## src/lskv_pkg.sv

```systemverilog
// Shared constants, codes and types of the linear search key/value table.
package lskv_pkg;

    localparam int CAPACITY   = 64;
    localparam int KEY_BITS   = 32;
    localparam int VALUE_BITS = 32;

    localparam int IDX_W   = $clog2(CAPACITY);
    localparam int CNT_W   = $clog2(CAPACITY + 1);
    localparam int ENTRY_W = KEY_BITS + VALUE_BITS;

    // Port field widths.
    localparam int KIND_W   = 3;
    localparam int KEY_W    = 32;
    localparam int VALUE_W  = 32;
    localparam int STATUS_W = 2;
    localparam int COUNT_W  = 7;

    localparam logic [KIND_W-1:0] KIND_PEEK   = 3'd0;
    localparam logic [KIND_W-1:0] KIND_ACCESS = 3'd1;
    localparam logic [KIND_W-1:0] KIND_WRITE  = 3'd2;
    localparam logic [KIND_W-1:0] KIND_DELETE = 3'd3;
    localparam logic [KIND_W-1:0] KIND_CLEAR  = 3'd4;

    localparam logic [STATUS_W-1:0] ST_OK     = 2'd0;
    localparam logic [STATUS_W-1:0] ST_FULL   = 2'd1;
    localparam logic [STATUS_W-1:0] ST_ABSENT = 2'd2;

    typedef struct packed {
        logic [VALUE_W-1:0]  read_value;
        logic                hit;
        logic [STATUS_W-1:0] status;
        logic [COUNT_W-1:0]  entry_count;
    } t_result;

endpackage

```

## src/lskv_ram.sv

```systemverilog
// Generic single-clock RAM with one write port and one registered read port.
module lskv_ram #(
    parameter int WIDTH = 64,
    parameter int DEPTH = 64,
    localparam int AW   = $clog2(DEPTH)
) (
    input  logic             i_clk,
    input  logic             i_wr_en,
    input  logic [AW-1:0]    i_wr_addr,
    input  logic [WIDTH-1:0] i_wr_data,
    input  logic             i_rd_en,
    input  logic [AW-1:0]    i_rd_addr,
    output logic [WIDTH-1:0] o_rd_data
);

    logic [WIDTH-1:0] r_mem [DEPTH];
    logic [WIDTH-1:0] r_rd_data;

    always_ff @(posedge i_clk) begin
        if (i_wr_en) begin
            r_mem[i_wr_addr] <= i_wr_data;
        end
        if (i_rd_en) begin
            r_rd_data <= r_mem[i_rd_addr];
        end
    end

    assign o_rd_data = r_rd_data;

endmodule

```

## src/lskv_ctrl.sv

```systemverilog
// Request sequencer: linear search, insert, delete with shift-down, and clear.
module lskv_ctrl
    import lskv_pkg::*;
(
    input  logic               i_clk,
    input  logic               i_rst_n,
    input  logic               i_valid,
    output logic               o_stall,
    input  logic [KIND_W-1:0]  i_kind,
    input  logic [KEY_W-1:0]   i_key,
    input  logic [VALUE_W-1:0] i_value,
    output logic               o_res_valid,
    input  logic               i_res_ready,
    output t_result            o_res,
    output logic               o_wr_en,
    output logic [IDX_W-1:0]   o_wr_addr,
    output logic [ENTRY_W-1:0] o_wr_data,
    output logic               o_rd_en,
    output logic [IDX_W-1:0]   o_rd_addr,
    input  logic [ENTRY_W-1:0] i_rd_data
);

    localparam logic [2:0] S_IDLE   = 3'd0;
    localparam logic [2:0] S_SEARCH = 3'd1;
    localparam logic [2:0] S_ACT    = 3'd2;
    localparam logic [2:0] S_SHIFT  = 3'd3;
    localparam logic [2:0] S_OUT    = 3'd4;

    logic [2:0]            r_state, n_state;
    logic [CNT_W-1:0]      r_fill, n_fill;
    logic                  r_cmp_v, n_cmp_v;
    logic                  r_sh_wv, n_sh_wv;
    logic [KIND_W-1:0]     r_kind, n_kind;
    logic [KEY_BITS-1:0]   r_key, n_key;
    logic [VALUE_BITS-1:0] r_value, n_value;
    logic [CNT_W-1:0]      r_issue, n_issue;
    logic [IDX_W-1:0]      r_cmp_idx, n_cmp_idx;
    logic                  r_found, n_found;
    logic [IDX_W-1:0]      r_slot, n_slot;
    logic [VALUE_BITS-1:0] r_hit_val, n_hit_val;
    logic [VALUE_BITS-1:0] r_res_val, n_res_val;
    logic [STATUS_W-1:0]   r_res_st, n_res_st;
    logic [IDX_W-1:0]      r_sh_wa, n_sh_wa;

    logic [KEY_BITS-1:0]   rd_key;
    logic [VALUE_BITS-1:0] rd_val;
    logic [VALUE_BITS-1:0] ins_val;

    assign rd_key  = i_rd_data[ENTRY_W-1 -: KEY_BITS];
    assign rd_val  = i_rd_data[VALUE_BITS-1:0];
    assign ins_val = (r_kind == KIND_WRITE) ? r_value : '0;

    always_comb begin
        n_state   = r_state;
        n_fill    = r_fill;
        n_cmp_v   = r_cmp_v;
        n_sh_wv   = r_sh_wv;
        n_kind    = r_kind;
        n_key     = r_key;
        n_value   = r_value;
        n_issue   = r_issue;
        n_cmp_idx = r_cmp_idx;
        n_found   = r_found;
        n_slot    = r_slot;
        n_hit_val = r_hit_val;
        n_res_val = r_res_val;
        n_res_st  = r_res_st;
        n_sh_wa   = r_sh_wa;
        o_wr_en   = 1'b0;
        o_wr_addr = r_slot;
        o_wr_data = {r_key, r_value};
        o_rd_en   = 1'b0;
        o_rd_addr = r_issue[IDX_W-1:0];

        unique case (r_state)
            S_IDLE: begin
                if (i_valid) begin
                    n_kind  = i_kind;
                    n_key   = KEY_BITS'(i_key);
                    n_value = VALUE_BITS'(i_value);
                    n_issue = '0;
                    n_cmp_v = 1'b0;
                    n_found = 1'b0;
                    n_state = S_SEARCH;
                end
            end
            S_SEARCH: begin
                // Reads are issued one entry per cycle; each compare sees the
                // data of the read issued in the cycle before.
                if (r_cmp_v && rd_key == r_key) begin
                    n_found   = 1'b1;
                    n_slot    = r_cmp_idx;
                    n_hit_val = rd_val;
                    n_cmp_v   = 1'b0;
                    n_state   = S_ACT;
                end else if (r_issue >= r_fill && !r_cmp_v) begin
                    n_state = S_ACT;
                end else begin
                    o_rd_en   = r_issue < r_fill;
                    n_cmp_v   = o_rd_en;
                    n_cmp_idx = r_issue[IDX_W-1:0];
                    n_issue   = r_issue + CNT_W'(o_rd_en);
                end
            end
            S_ACT: begin
                n_res_val = '0;
                n_res_st  = ST_OK;
                n_state   = S_OUT;
                unique case (r_kind)
                    KIND_ACCESS, KIND_WRITE: begin
                        if (r_found) begin
                            o_wr_en   = r_kind == KIND_WRITE;
                            n_res_val = (r_kind == KIND_WRITE) ? r_value : r_hit_val;
                        end else if (r_fill == CNT_W'(CAPACITY)) begin
                            n_res_st = ST_FULL;
                        end else begin
                            o_wr_en   = 1'b1;
                            o_wr_addr = r_fill[IDX_W-1:0];
                            o_wr_data = {r_key, ins_val};
                            n_res_val = ins_val;
                            n_fill    = r_fill + CNT_W'(1);
                        end
                    end
                    KIND_DELETE: begin
                        if (!r_found) begin
                            n_res_st = ST_ABSENT;
                        end else begin
                            n_issue = CNT_W'(r_slot) + CNT_W'(1);
                            n_sh_wv = 1'b0;
                            n_state = S_SHIFT;
                        end
                    end
                    KIND_CLEAR: begin
                        n_fill = '0;
                    end
                    default: begin
                        n_res_val = r_found ? r_hit_val : '0;
                    end
                endcase
            end
            S_SHIFT: begin
                // Each entry read above the deleted one is written one place
                // lower in the next cycle; reads run ahead of the writes.
                o_rd_en   = r_issue < r_fill;
                o_wr_en   = r_sh_wv;
                o_wr_addr = r_sh_wa;
                o_wr_data = i_rd_data;
                n_sh_wv   = o_rd_en;
                n_sh_wa   = IDX_W'(r_issue - CNT_W'(1));
                n_issue   = r_issue + CNT_W'(o_rd_en);
                if (!o_rd_en && !r_sh_wv) begin
                    n_fill  = r_fill - CNT_W'(1);
                    n_state = S_OUT;
                end
            end
            S_OUT: begin
                if (i_res_ready) begin
                    n_state = S_IDLE;
                end
            end
            default: begin
                n_state = S_IDLE;
            end
        endcase
    end

    always_ff @(posedge i_clk) begin
        if (!i_rst_n) begin
            r_state <= S_IDLE;
            r_fill  <= '0;
            r_cmp_v <= 1'b0;
            r_sh_wv <= 1'b0;
        end else begin
            r_state <= n_state;
            r_fill  <= n_fill;
            r_cmp_v <= n_cmp_v;
            r_sh_wv <= n_sh_wv;
        end
    end

    always_ff @(posedge i_clk) begin
        r_kind    <= n_kind;
        r_key     <= n_key;
        r_value   <= n_value;
        r_issue   <= n_issue;
        r_cmp_idx <= n_cmp_idx;
        r_found   <= n_found;
        r_slot    <= n_slot;
        r_hit_val <= n_hit_val;
        r_res_val <= n_res_val;
        r_res_st  <= n_res_st;
        r_sh_wa   <= n_sh_wa;
    end

    assign o_stall     = r_state != S_IDLE;
    assign o_res_valid = r_state == S_OUT;

    always_comb begin
        o_res.read_value  = VALUE_W'(r_res_val);
        o_res.hit         = r_found;
        o_res.status      = r_res_st;
        o_res.entry_count = COUNT_W'(r_fill);
    end

endmodule

```

## src/linear_search_key_value_table_unit.sv

```systemverilog
// The search reads one entry per cycle until it finds the key or passes the last entry; a
// miss reads every entry. A delete then moves every entry above the deleted one down one place.
// Requests are handled one at a time: the next is accepted in the cycle after the result
// leaves the controller.
// Reset clears the entry count and the control state; the memory is not swept.
// Top level of the linear search key/value table.
module linear_search_key_value_table_unit
    import lskv_pkg::*;
(
    input  logic                i_clk,
    input  logic                i_rst_n,
    input  logic                i_valid,
    output logic                o_stall,
    input  logic [KIND_W-1:0]   i_kind,
    input  logic [KEY_W-1:0]    i_key,
    input  logic [VALUE_W-1:0]  i_value,
    output logic                o_valid,
    input  logic                i_stall,
    output logic [VALUE_W-1:0]  o_read_value,
    output logic                o_hit,
    output logic [STATUS_W-1:0] o_status,
    output logic [COUNT_W-1:0]  o_entry_count
);

    logic               res_valid;
    logic               res_ready;
    t_result            res;
    logic               wr_en;
    logic [IDX_W-1:0]   wr_addr;
    logic [ENTRY_W-1:0] wr_data;
    logic               rd_en;
    logic [IDX_W-1:0]   rd_addr;
    logic [ENTRY_W-1:0] rd_data;

    logic               r_out_valid;
    t_result            r_out;

    lskv_ctrl u_ctrl (
        .i_clk      (i_clk),
        .i_rst_n    (i_rst_n),
        .i_valid    (i_valid),
        .o_stall    (o_stall),
        .i_kind     (i_kind),
        .i_key      (i_key),
        .i_value    (i_value),
        .o_res_valid(res_valid),
        .i_res_ready(res_ready),
        .o_res      (res),
        .o_wr_en    (wr_en),
        .o_wr_addr  (wr_addr),
        .o_wr_data  (wr_data),
        .o_rd_en    (rd_en),
        .o_rd_addr  (rd_addr),
        .i_rd_data  (rd_data)
    );

    lskv_ram #(
        .WIDTH(ENTRY_W),
        .DEPTH(CAPACITY)
    ) u_ram (
        .i_clk    (i_clk),
        .i_wr_en  (wr_en),
        .i_wr_addr(wr_addr),
        .i_wr_data(wr_data),
        .i_rd_en  (rd_en),
        .i_rd_addr(rd_addr),
        .o_rd_data(rd_data)
    );

    // The output register takes a new result when empty or when its current
    // result transfers in the same cycle.
    assign res_ready = res_valid && (!r_out_valid || !i_stall);

    always_ff @(posedge i_clk) begin
        if (!i_rst_n) begin
            r_out_valid <= 1'b0;
        end else if (res_ready) begin
            r_out_valid <= 1'b1;
        end else if (!i_stall) begin
            r_out_valid <= 1'b0;
        end
    end

    always_ff @(posedge i_clk) begin
        if (res_ready) begin
            r_out <= res;
        end
    end

    assign o_valid       = r_out_valid;
    assign o_read_value  = r_out.read_value;
    assign o_hit         = r_out.hit;
    assign o_status      = r_out.status;
    assign o_entry_count = r_out.entry_count;

endmodule

```

## config.mk

```make
export PLATFORM = sky130hd
export DESIGN_NAME = linear_search_key_value_table_unit
export DESIGN_NICKNAME = d
export VERILOG_FILES = /design/src/lskv_pkg.sv /design/src/lskv_ram.sv /design/src/lskv_ctrl.sv /design/src/linear_search_key_value_table_unit.sv
export SDC_FILE = /design/constraint.sdc
export NUM_CORES = 2
export LEC_CHECK = 0
export BUFFER_PORTS_ARGS = -buffer_cell sky130_fd_sc_hd__buf_4
export CAP_MARGIN = 20
export CORE_ASPECT_RATIO = 0.9
export CORE_UTILIZATION = 55
export CTS_CLUSTER_DIAMETER = 100
export DETAILED_ROUTE_END_ITERATION = 12
export PLACE_DENSITY = 0.73
export SKIP_CTS_REPAIR_TIMING = 1
export SYNTH_ARGS = -nofsm -noshare
export SYNTH_HDL_FRONTEND = slang
export SYNTH_HIERARCHICAL = 1
export SYNTH_SLANG_ARGS = --single-unit
export TNS_END_PERCENT = 1
```

## constraint.sdc

```tcl
create_clock -name i_clk -period 7.9 [get_ports i_clk]
set_clock_uncertainty 0.2 [all_clocks]
set_input_delay 1.185 -clock i_clk [delete_from_list [all_inputs] [get_ports i_clk]]
set_output_delay 1.185 -clock i_clk [all_outputs]
set_load 0.05 [all_outputs]
```

-- After elaboration in Yosys (flattened, before gate mapping)
Memory sizes are Yosys's and may differ from the RTL's. A register that Yosys moved wholly into a read port is not among the register bits.
Cells that the tools add are included.
- output and inout bits: 44
- flip-flop bits (word level): 214
- memories kept: 1
- bits in writable memories: 4096
- input port bits: 71
- ROM bits: 0
- latch bits: 0
- word-level logic and storage cells: 137
- memories (memory ; depth ; bits a word ; read ports ; clocked after memory_dff ; wr ports ; RTL line ; RTL):
    u_ram.r_mem ; 64 ; 64 ; 1 ; 1 ; 1 ; lskv_ram.sv:16 ; logic [WIDTH-1:0] r_mem [DEPTH];
- equal/unequal tests: 24
- $lt $le $gt $ge: 2
- $add $sub $neg: 5
- reductions and logical operators: 26
- shifts and indexed selects: 0
- bitwise logic cells: 2
- div/mod/pow operators: 0
- $mul: 0
- mux-type cells: 57
- operators by type and width (cell ; number):
    two-way mux 32 bit ; 8
    one-hot mux 64 bit (2 select lines) ; 1
    one-hot mux 32 bit (2 select lines) ; 1
    two-way mux 7 bit ; 8
    == test 32 bit ; 1
    one-hot mux 7 bit (2 select lines) ; 2
    one-hot mux 7 bit (4 select lines) ; 1
    two-way mux 3 bit ; 7
    two-way mux 6 bit ; 3
    two-way mux 1 bit ; 16
    one-hot mux 3 bit (5 select lines) ; 1
    == test 3 x 2 -> 1 bit, second input constant ; 4
    != test 2 x 1 -> 1 bit, second input constant ; 6
    one-hot mux 6 bit (2 select lines) ; 1
    AND reduction 3 bit ; 4
    one-hot mux 1 bit (2 select lines) ; 5
    != test 3 bit, second input constant ; 3
    adder 6 x 1 -> 7 bit, second input constant ; 1
    adder 7 x 1 -> 7 bit ; 1
    adder 7 x 1 -> 7 bit, second input constant ; 1
    == test 7 bit, second input constant ; 1
    greater-or-equal comparator 7 bit ; 1
    less-than comparator 7 bit ; 1
    subtractor 7 x 1 -> 7 bit, second input constant ; 1
    other kinds (21) ; 37

-- Logic depth before layout (Yosys ltp)
- depth after elaboration: 7
- depth in mapped cells: 13
- mapped depth without buffers: 11

-- Hierarchy
Netlist, hierarchy kept.
- by module, submodules not included (module ; sequential area each (µm²) ; instances ; cells each ; area an instance (µm²)):
    lskv_ram ; 124919.8 ; 1 ; 6783 ; 157355.9
    lskv_ctrl ; 5014.8 ; 1 ; 640 ; 7988.9
    linear_search_key_value_table_unit ; 1281.2 ; 1 ; 46 ; 1300.0

-- Worst setup path before layout
No wires, ideal clock.
- kind: reg2reg
- start point: register u_ctrl.r_fill[0]
- end point: memory u_ram.r_mem[36][0], enable pin
- data required time: 7136 ps
- period minus slack after synthesis: 7448 ps
- cell stages (with the launch flop): 14
- setup time: 564 ps
- arrival time: 6683 ps
- path buffers: 2
- path slack: 452 ps
- cell sequence: dfxtp_1 inv_1 ha_1 nor3b_2 nand4_1 and2_1 buf_4 nand2_4 o22ai_1 a21oi_1 clkbuf_1 nor4bb_1 nand2_1 nor3_1
- elaborated cells between the ends (all ways): 11
- those cells by class: eq/ne: 1; mux: 10
- RTL lines (item ; RTL line ; RTL):
    start, declared ; lskv_ctrl.sv:30 ; logic [CNT_W-1:0] r_fill, n_fill;
    start signal, assigned ; lskv_ctrl.sv:175 ; r_fill <= n_fill;
    == test 7 bit ; lskv_ctrl.sv:114 ; end else if (r_fill == CNT_W'(CAPACITY)) begin
    two-way mux 6 bit ; lskv_ctrl.sv:114 ;
    two-way mux 6 bit ; lskv_ctrl.sv:111 ; if (r_found) begin
    two-way mux 6 bit ; lskv_ctrl.sv:109 ; unique case (r_kind)
    one-hot mux 6 bit (2 select lines) ; lskv_ctrl.sv:75 ; unique case (r_state)
    via wr_addr[5] ; linear_search_key_value_table_unit.sv:29 ; logic [IDX_W-1:0] wr_addr;
    end, declared ; lskv_ram.sv:16 ;
The timed path passes the listed nets, and every way through them passes these cells.

-- Worst setup path in the final report
- start point: register u_ctrl.r_fill[0]
- end point: memory u_ram.r_mem[63][60], enable pin
Same word-level chain as after synthesis.

==> flow_summary.ini <==
[yosys]
synthCells = 7469
synth.distinct_cells = 71
synth_ff_type = edfxtp_1
async_flop_share = 0
ys_warn_count = 6
synthesis.nets = 7553
synth-edff-count = 4361
synth-seq-cells = 4374
syn-cell-area_um2 = 167000
yosysSeqAreaShare = 0.787
avgSynthCellArea_um2 = 22.3

[floorplan]
rows = 191
dieArea_um2 = 305000
start_util = 0.553
die_w_um = 582
core_um2 = 301000
ioPinCount = 115
die_y_um = 524

[drt]
drtPass1Iterations = 7
vias = 84500
drt_iter0_markers = 14300
met2_wirelength_um = 201000
drt-total-wl_um = 444000
wl_met3_um = 64000
drt-met1-wl_um = 160000
avgViaCountPerCell = 6.92
routed.top_layer = met5
wl_per_cell_um = 36.4
antenna_left = 0
drcViolationCount = 0

[cells_and_area]
multi_input_area_um2 = 33700
ff_latch_area_um2 = 131000
area_growth_pct = 12.6
final_area_um2 = 188000
fillCellCount = 19500
drive_gt1_frac = 0.264
nNetsFinal = 7963

[power]
p_comb_frac = 0.279
p_int_mw = 46.0
powerDensity_nw_per_um2 = 358
pwr-share-clk = 0.300
p_sw_frac = 0.315
p_sw_mw = 21.1
leakage_nw = 58.3
vdd_ir_drop_max_mv = 0.276
seqPwrFrac = 0.421

[worst_setup_path]
crit_top_cell = buf_4
path_max_fanout = 39
r2r-start = u_ctrl/r_fill[0]
crit_path_top_delay_cell = nand3_1
startpoint = u_ctrl/r_fill[0]
startpoint_type = flop
worst_setup_path_end_kind = flop
critPathKind = reg2reg
cpPeakStageDelay_ns = 0.94
cp.required_ns = 8.25
worstPathCellList = inv_1, ha_1, nor3b_2, nand4_1, and2_1, nand2_4, o22ai_1, a21oi_1, nand3_1, nor2_4, buf_4, buf_4
arrival_ns = 6.18

[place]
dpl.hpwl_um = 255000
placed_area_um2 = 174000
place.gp.congestion = 0.870
port_buffers = 114

[timing]
slew_viol_final = 0
final_hold_viol_count = 0
tightest_slew_ns = 1.27
maxSlewHeadroom = 0.153
setup_viol = 0
min_period_over_period = 0.739
tns_ns = 0
fmax_mhz = 171
grt_setup_unrepaired = no
finalCriticalPeriod_ns = 5.83

[hold_path]
worstHoldStart = i_key[20]
hold_class = in2reg

[grt]
grt_pass1_vias = 82300
grt_max_degree = 108
antenna_found_initial = 29
gr-total-overflow = 0
grt_pass1_wl_um = 621000
grt_usage = 0.289

[job]
cap_violations = 0

[cts]
cts.path.max_buffers = 4
h-tree-depth = 5
clk_pin_slew_worst_paths_ns = 0.07
ctsRootBufferMaster = clkbuf_16
cts_buffers = 423
clock_latency_ns = 0.97
cts.sinks = 4374
cts_tree = built

[status]
outcome = complete, no violations
## per-layer routing
metal | global-route usage | vias to the layer above
met2 | 0.432 | 6649
met4 | 0.109 | 10
met1 | 0.411 | 44500
li1 | - | 32400
met5 | 0 | -
met3 | 0.0820 | 851
## metrics by stage
step | setup WS, ns | utilization | cells | hold slack [ns] | power, mW
floorplan | 0.452 | - | 7469 | 0.200 | 40.4
global placement | 2.24 | 0.576 | 11400 | 0.200 | 46.7
detailed placement | 2.35 | 0.577 | 11400 | 0.205 | 47.1
CTS | 2.31 | 0.623 | 12200 | 0.139 | 67.0
global route | 2.04 | 0.623 | 12200 | 0.153 | 68.8
finish | 2.07 | 0.623 | 12200 | 0.188 | 67.1
## cell usage in the layout, fill, tap and decap left out, types with 87 or more instances in the layout
cell / count
nand3_1: 191
a22oi_1: 131
nand2_1: 302
nand4_1: 87
clkbuf_16: 427
buf_4: 365
mux2i_1: 137
clkinv_1: 108
mux4_2: 1024
o22ai_1: 100
edfxtp_1: 4361
## synth_stat cells, types with 7 or more instances
cell type	instances	area share
xnor2_1	8	0.00042
nand2_1	304	0.0068
or2_2	25	0.00094
or3_1	32	0.0012
dfxtp_1	13	0.0016
o21ai_1	28	0.00084
a211oi_1	19	0.00086
clkbuf_1	157	0.0035
a22oi_1	131	0.0059
a21oi_1	19	0.00057
buf_6	19	0.0013
ha_1	13	0.00098
mux2i_1	138	0.0083
o221ai_1	37	0.0019
a31oi_1	18	0.00068
mux4_2	1024	0.14
nor3_1	13	0.00039
nand2b_1	15	0.00056
xor2_1	38	0.0020
a2bb2oi_1	19	0.0010
o22ai_1	100	0.0038
nor4_1	9	0.00034
and2_1	7	0.00026
nor2_1	132	0.0030
nor2b_1	29	0.0011
and3_1	23	0.00086
inv_1	36	0.00081
nand4_1	87	0.0033
a22o_1	65	0.0034
a41oi_1	26	0.0014
nand3_1	191	0.0057
edfxtp_1	4361	0.79
buf_2	174	0.0052
buf_1	22	0.00050
buf_4	51	0.0023
o21ai_0	27	0.00081
## final timing paths
| check | endpoint | slack, ns | cells past startpoint |
|---|---|---|---|
| worst min-delay path | u_ctrl/r_key[20] | 0.19 | 1 |
| worst max register to register | u_ram/r_mem[63][60] | 2.07 | 12 |
| worst min register to register | o_read_value[4] | 0.21 | 0 |
| worst max-delay path | u_ram/r_mem[63][60] | 2.07 | 12 |
## power groups by stage
stage | combinational, mW | clock [mW] | sequential (mW)
floorplan | 11.7 | 0 | 28.7
global placement | 18.0 | 0 | 28.7
detailed placement | 18.3 | 0 | 28.7
CTS | 18.5 | 20.3 | 28.2
global route | 19.4 | 21.1 | 28.2
finish | 18.7 | 20.1 | 28.2
## logic make-up (layout without fill, tap and decap cells)
logic type	count (synthesis)	in the layout	share of synthesized area
DFF	4374	4374	0.787
muxes	1164	1164	0.147
and+or+nand+nor	888	888	0.0255
AOI/OAI and AO/OA	519	519	0.0229
buffers and inverters	465	1230	0.0140
xor gates and xnor gates	46	46	0.00242
adders and majority gates	13	13	0.000976
other	0	13	0
## registers in the layout, summed over array words and instances, names as in the netlist, 2 cells and up
signal	flops
u_ctrl/r_kind	3
u_ram/o_rd_data	64
u_ctrl/r_key	32
u_ctrl/r_res_st	2
u_ctrl/r_res_val	32
u_ctrl/r_cmp_idx	6
u_ram/r_mem	4096
u_ctrl/r_slot	6
o_entry_count	7
u_ctrl/r_value	32
u_ctrl/r_issue	7
u_ctrl/r_state	3
o_status	2
u_ctrl/r_sh_wa	6
o_read_value	32
u_ctrl/r_hit_val	32
u_ctrl/r_fill	7
## worst max-delay path, delay by kind of cell, from the launching register on
family	cells	cell delay (ns)
flops	1	0.40
compound gates	2	0.93
simple gates	6	2.15
buf+inv	3	1.38
fa+ha+maj	1	0.25
## final cells by class
type,instances,share of cell area
sequential,4374,0.699
multi-input combinational,2630,0.180
clock buffer,507,0.0587
tap,3956,0.0264
timing repair buffer,413,0.0199
clock inverter,273,0.0150
inverter,37,0.000754
antenna,13,0.000173
(Power assumes the default switching activity.)
